`src/rtl/gbs_pkg.sv`:
```
// ----------------------------------------------------------------------------
// gbs_pkg
// Shared types and constants for the greedy box suppression core.
// ----------------------------------------------------------------------------
package gbs_pkg;

    localparam int MAX_KEPT_DEF = 64;
    localparam int COORD_W      = 16;
    localparam int THR_W        = 8;
    localparam int SLOT_W       = 7;
    localparam logic [THR_W-1:0] IOU_THR_RESET = 8'd102;

    typedef struct packed {
        logic signed [COORD_W-1:0] left;
        logic signed [COORD_W-1:0] top;
        logic        [COORD_W-1:0] width;
        logic        [COORD_W-1:0] height;
    } box_t;

    localparam int BOX_W = $bits(box_t);

    typedef struct packed {
        logic busy;
        logic hit_valid;
        logic hit;
    } iou_status_t;

    typedef enum logic [1:0] {
        ST_IDLE,
        ST_SCAN,
        ST_DRAIN,
        ST_FINISH
    } state_t;

endpackage

```
`src/rtl/gbs_iou.sv`:
```
// ----------------------------------------------------------------------------
// gbs_iou
// Pipelined overlap test: one stored box per cycle against the current box.
// Flags a hit when intersection * 256 > threshold * union. Five stages.
// ----------------------------------------------------------------------------
module gbs_iou (
    input  logic                          aclk,
    input  logic                          aresetn,
    input  logic                          entry_valid,
    input  gbs_pkg::box_t                 entry,
    input  gbs_pkg::box_t                 cur,
    input  logic [gbs_pkg::THR_W-1:0]     thr,
    output gbs_pkg::iou_status_t          status
);

    function automatic logic [gbs_pkg::COORD_W-1:0] overlap_len(
        input logic signed [gbs_pkg::COORD_W-1:0] a0,
        input logic        [gbs_pkg::COORD_W-1:0] alen,
        input logic signed [gbs_pkg::COORD_W-1:0] b0,
        input logic        [gbs_pkg::COORD_W-1:0] blen
    );
        logic signed [gbs_pkg::COORD_W+1:0] s0, e0, s1, e1, lo, hi, d;
        s0 = (gbs_pkg::COORD_W+2)'(a0);
        s1 = (gbs_pkg::COORD_W+2)'(b0);
        e0 = s0 + $signed({2'b00, alen});
        e1 = s1 + $signed({2'b00, blen});
        lo = (s0 > s1) ? s0 : s1;
        hi = (e0 < e1) ? e0 : e1;
        d  = hi - lo;
        return (hi > lo) ? d[gbs_pkg::COORD_W-1:0] : '0;
    endfunction

    localparam int CW   = gbs_pkg::COORD_W;
    localparam int AR_W = 2 * CW;
    localparam int UN_W = AR_W + 1;
    localparam int PR_W = UN_W + gbs_pkg::THR_W;

    logic [4:0]      v_reg;
    logic [CW-1:0]   ox_reg, oy_reg, bw_reg, bh_reg;
    logic [AR_W-1:0] inter2_reg, area_a_reg, area_b_reg;
    logic [AR_W-1:0] inter3_reg;
    logic [UN_W-1:0] uni_reg;
    logic [PR_W-1:0] lhs_reg, prod_reg;
    logic            hit_reg;

    always_ff @(posedge aclk) begin
        if (!aresetn) begin
            v_reg <= '0;
        end else begin
            v_reg <= {v_reg[3:0], entry_valid};
        end
    end

    always_ff @(posedge aclk) begin
        ox_reg     <= overlap_len(cur.left, cur.width, entry.left, entry.width);
        oy_reg     <= overlap_len(cur.top, cur.height, entry.top, entry.height);
        bw_reg     <= entry.width;
        bh_reg     <= entry.height;
        inter2_reg <= AR_W'(ox_reg) * AR_W'(oy_reg);
        area_b_reg <= AR_W'(bw_reg) * AR_W'(bh_reg);
        area_a_reg <= AR_W'(cur.width) * AR_W'(cur.height);
        uni_reg    <= UN_W'(area_a_reg) + UN_W'(area_b_reg) - UN_W'(inter2_reg);
        inter3_reg <= inter2_reg;
        lhs_reg    <= PR_W'({inter3_reg, 8'b0});
        prod_reg   <= PR_W'(thr) * PR_W'(uni_reg);
        hit_reg    <= lhs_reg > prod_reg;
    end

    assign status.busy      = |v_reg;
    assign status.hit_valid = v_reg[4];
    assign status.hit       = hit_reg;

endmodule

```
`config.mk`:
```
export PLATFORM = sky130hd
export DESIGN_NAME = gbs_iou
export DESIGN_NICKNAME = d
export VERILOG_FILES = /design/src/rtl/gbs_pkg.sv /design/src/rtl/gbs_iou.sv
export SDC_FILE = /design/constraint.sdc
export NUM_CORES = 2
export LEC_CHECK = 0
export ABC_AREA = 1
export BUFFER_PORTS_ARGS = -buffer_cell sky130_fd_sc_hd__buf_2
export CORE_UTILIZATION = 40
export DETAILED_ROUTE_END_ITERATION = 6
export GPL_TIMING_DRIVEN = 0
export PLACE_DENSITY = 0.6
export SYNTH_ARGS = -nofsm -noshare
export SYNTH_HDL_FRONTEND = slang
export SYNTH_SLANG_ARGS = --single-unit
```
`constraint.sdc`:
```
create_clock -name aclk -period 19.45 [get_ports aclk]
set_input_delay 3.89 -clock aclk [delete_from_list [all_inputs] [get_ports aclk]]
set_output_delay 3.89 -clock aclk [all_outputs]
set_load 0.05 [all_outputs]
```
Yosys cells after proc, flatten, opt, wreduce, memory -nomap -nowiden
Cells that the tools add are included.
{"block": "word_totals", "output_inout_bits": 3, "elab_cells": 37, "inputBits": 139, "ff_bits": 304}
{"block": "op_classes", "n_mux": 4, "n_lt_le_gt_ge": 7, "add_sub_neg": 8, "mul": 4, "n_reduce_logical": 1}
{"op": "$mul 16x16->32", "count": 3}
{"op": "$add 16x17->18", "count": 4}
{"op": "$mux 18", "count": 4}
{"op": "$gt 40x41->1", "count": 1}
{"op": "$mul 8x33->41", "count": 1}
{"op": "$gt 18x18->1", "count": 2}
{"op": "$lt 18x18->1", "count": 2}
{"op": "$add 32x32->33", "count": 1}
{"op": "$sub 33x32->33", "count": 1}
{"op": "$gt 16x16->1", "count": 2}
{"op": "$sub 16x16->16", "count": 2}
{"op": "$reduce_or 5->1", "count": 1}

Depth between registers and ports, before layout
{"block": "logic_depth", "ltp_word": 4, "ltp_mapped": 40, "depth_no_buf": 38}

Worst setup path before layout
OpenSTA, ideal clock, no wires.
{"block": "synth_path", "path_kind": "input -> register", "start": "input port cur[17] in the netlist's numbering", "end": "register ox_reg[10]", "t_required_ns": 19.334, "setup_slack_ns": 9.678, "n_path_buf": 4, "stages": 36, "arrival_ns": 9.656, "setup_time_ns": 0.116, "path_cell_list": "clkbuf_1 -> clkbuf_1 -> inv_1 -> fa_1 -> inv_1 -> a31oi_1 -> o21ai_0 -> nand3_1 -> o21ai_0 -> nand3_1 -> o21ai_0 -> xor2_1 -> ha_1 -> nand2_1 -> inv_1 -> a221oi_1 -> inv_1 -> a21oi_2 -> nand4_2 -> buf_2 -> nand3_1 -> nand2_1 -> fa_1 -> nand3_1 -> nand2_1 -> a21oi_1 -> o21ai_0 -> a21oi_1 -> inv_1 -> a21oi_1 -> nor2_1 -> nor2_1 -> o21ai_0 -> nand2_1 -> buf_2 -> nor2_1"}
{"block": "synth_between", "elab_chain_cells": 4, "word_cells_on_any_way": 5, "cone_classes": "add/sub (2); order compare (2); mux (1)"}
{"item": "start, declared", "line_no": "gbs_iou.sv:11", "source": "input gbs_pkg::box_t cur,"}
{"item": "$add 16x17->18 (*)", "line_no": "gbs_iou.sv:25", "source": "e0 = s0 + $signed({2'b00, alen});"}
{"item": "$lt 18x18->1", "line_no": "gbs_iou.sv:28", "source": "hi = (e0 < e1) ? e0 : e1;"}
{"item": "$mux 18 (*)", "line_no": "gbs_iou.sv:28"}
{"item": "$sub 16x16->16 or $gt 18x18->1 (tied branches)", "line_no": "gbs_iou.sv:29, gbs_iou.sv:30"}
{"item": "end signal, assigned", "line_no": "gbs_iou.sv:55", "source": "ox_reg <= overlap_len(cur.left, cur.width, entry.left, entry.width);"}
{"item": "end, declared", "line_no": "gbs_iou.sv:39", "source": "logic [CW-1:0] ox_reg, oy_reg, bw_reg, bh_reg;"}
Mark *: on every way between the ends. The rest lies on a longest branch, timed or not.
A chain may end at the register's enable or synchronous reset.

Worst setup path after layout
{"block": "layout_path", "start": "input port cur[17] in the netlist's numbering", "end": "register ox_reg[12]"}
The elaborated chain is that of the path after synthesis.

==> impl_metrics.json <==
{
  "clock_sinks": 304,
  "ys_top_cells_by_area": "fa_1 (31%), ha_1 (15%), inv_1 (13%), dfxtp_1 (12%), nand2_1 (12%)",
  "die_w_um": 360,
  "synthesis.area_sq_mm": 0.0513,
  "antenna_found_initial": 9,
  "syn_avg_cell_area_sq_um": 7.72,
  "final_common_cell": "inv_1",
  "start_util_pct": 40.3,
  "cts_hold_buf": 0,
  "htree_levels": 2,
  "cts_tree": "yes",
  "max_stage_delay_ns": 0.60,
  "seq_area_frac_synth_pct": 11.9,
  "insertion_delay_ns": 0.58,
  "syn_inst": 6647,
  "drv_slew": 0,
  "synth_edf_count": 0,
  "cts_resized": 0,
  "clk_path_buf_depth": 3,
  "async_reset_ff_share_pct": 0,
  "grt_setup_unrepaired": "no",
  "dieArea_sq_mm": 0.130,
  "utilization_pct": 43.4,
  "drive_above_1_share_pct": 3.96,
  "dr_total_vias": 41600,
  "cpLargestDelayFamily": "compound AO/OA/AOI/OAI gates",
  "cts-buffers-inserted": 34,
  "worst_pin_slew_ns": 0.868,
  "place_ws_ns": 7.26,
  "yosysTopAreaCellShare_pct": 31.4,
  "relSlewSlack_pct": 42.2,
  "finalCriticalPeriod_ns": 11.64,
  "worst_setup_path_start_kind": "primary input",
  "yosys.area.top_type": "fa_1",
  "path_buf_inv": 10,
  "dp_hpwl_mm": 131,
  "required_ns": 19.87,
  "path_clk_slew_ns": 0.06,
  "die_y_um": 360,
  "io-pin-count": 142,
  "drc": 0,
  "crit_start": "cur[17]",
  "skew_ns": 0.0207,
  "largest_register_ffs": 41,
  "arrival_ns": 12.06,
  "clock.fmax_mhz": 85.9,
  "root_buffer": "clkbuf_16",
  "grt_pass1_wl_mm": 239,
  "final_cell_mix": "inv_1 (1748), nand2_1 (1581), fa_1 (806)",
  "numPortBuffers": 133,
  "finalCritPeriodShare_pct": 59.9,
  "synth_ff_type": "dfxtp_1",
  "finalSetupViolations": 0,
  "area_delta_synth_final_pct": 7.68,
  "routed_via_density": 4.89,
  "crit_slowest_cell": "clkbuf_1",
  "ys_warn_count": 0,
  "r2r_start": "ox_reg[10]",
  "grt_util_all_layers_pct": 23.5,
  "maxCapViolCount": 0,
  "grt_overflow": 0,
  "hold_path_class": "flip-flop to flip-flop",
  "grt_max_degree": 16,
  "setup_ws_ns": 7.81,
  "drt_pre_antenna_iters": 6,
  "postCtsSetupBuffers": 0,
  "gp_congestion": 0.939,
  "hold_viol_final": 0,
  "path_class": "primary input to flip-flop",
  "wl_mm": 150,
  "setup.worst_path.end_class": "flip-flop",
  "nets": 8365,
  "final.setup.tns_ns": 0,
  "syn_nets": 8196,
  "min-delay-start": "inter3_reg[21]",
  "core_area_sq_mm": 0.128,
  "status": "finished, final reports clean",
  "grt_pass1_vias": 43300,
  "path_max_fanout": 10,
  "ys_seq_elements": 304,
  "yosysUniqueCellTypes": 49,
  "detail_route.wl_per_cell_um": 17.6,
  "drt.antenna.violating_nets": 0,
  "rows": 131,
  "drt_iter0_markers": 2622
}
[cells in the mapped netlist, drive strengths merged, types with 12 or more instances]
library cell,count
nor2,228
inv,1749
nand3,159
a31oi,43
o21ai,158
nor3,32
o21bai,12
nand4,26
a21o,25
fa,806
xnor2,83
dfxtp,304
buf,12
ha,604
a21boi,15
nand2,1590
a21oi,288
xor2,157
o21a,16
clkbuf,263
[metrics by stage]
stage	std cells	instance area, sq um	hold slack (ns)
2_1_floorplan	6647	51300	0.310
3_3_place_gp	8442	54100	0.311
3_5_place_dp	8442	54100	0.312
4_1_cts	8504	55300	0.326
5_1_grt	8507	55300	0.335
6_report	8513	55300	0.323
[kinds of logic (layout without fill, tap and decap cells)]
logic type      after synthesis  in the layout  share of synthesized area, %
simple gates               2054           2054                          16.0
compound gates              615            615                          6.94
buf+inv                    2024           2219                          15.0
other cells                   0              9                             0
xor+xnor                    240            240                          4.09
fa+ha+maj                  1410           1410                          46.1
flops                       304            304                          11.9
[worst reg2reg max path, stage by stage (launching register included)]
cell and delay (ns):
dfxtp_1 0.31, clkbuf_1 0.44, clkbuf_1 0.55, nand2_1 0.17, fa_1 0.56, inv_1 0.05
fa_1 0.53, inv_1 0.05, fa_1 0.48, fa_1 0.56, inv_1 0.05, fa_1 0.47
inv_1 0.05, fa_1 0.47, inv_1 0.04, ha_1 0.36, a21oi_1 0.22, inv_1 0.08
o21ai_0 0.16, nand2_1 0.06, a21oi_1 0.26, nor3_1 0.13, o21ai_0 0.25, o211ai_1 0.18
a21oi_1 0.19, xor2_1 0.14
[final timing paths]
check / to / slack, ns / cells past startpoint
worst max-delay path: ox_reg[12] / 7.81 / 37
worst min-delay path: lhs_reg[29] / 0.32 / 0
worst max register to register: inter2_reg[28] / 12.57 / 25
worst min register to register: lhs_reg[29] / 0.32 / 0
[per-layer routing]
layer	up-vias	global-route usage (%)	part of all wire [%]
met4	6	7.30	3.3
li1	20000	-	-
met3	218	2.72	6.2
met1	20200	32.1	45
met2	1183	39.0	46
met5	-	0	0.024
[final cells by class]
cell class	instances	area, sq um
diodes	9	22.5
plain buffers	275	1110
clock buffers	43	945
clock inverters	19	231
fillers	13100	72200
inverters	1749	6570
multi-input cells	4319	37600
flip-flops and latches	304	6090
well taps	1662	2080
repair buffers	133	666
Power is left out: the tool's default activity adds up to more than one toggle a clock period on the data nets, which glitch-free logic cannot reach.
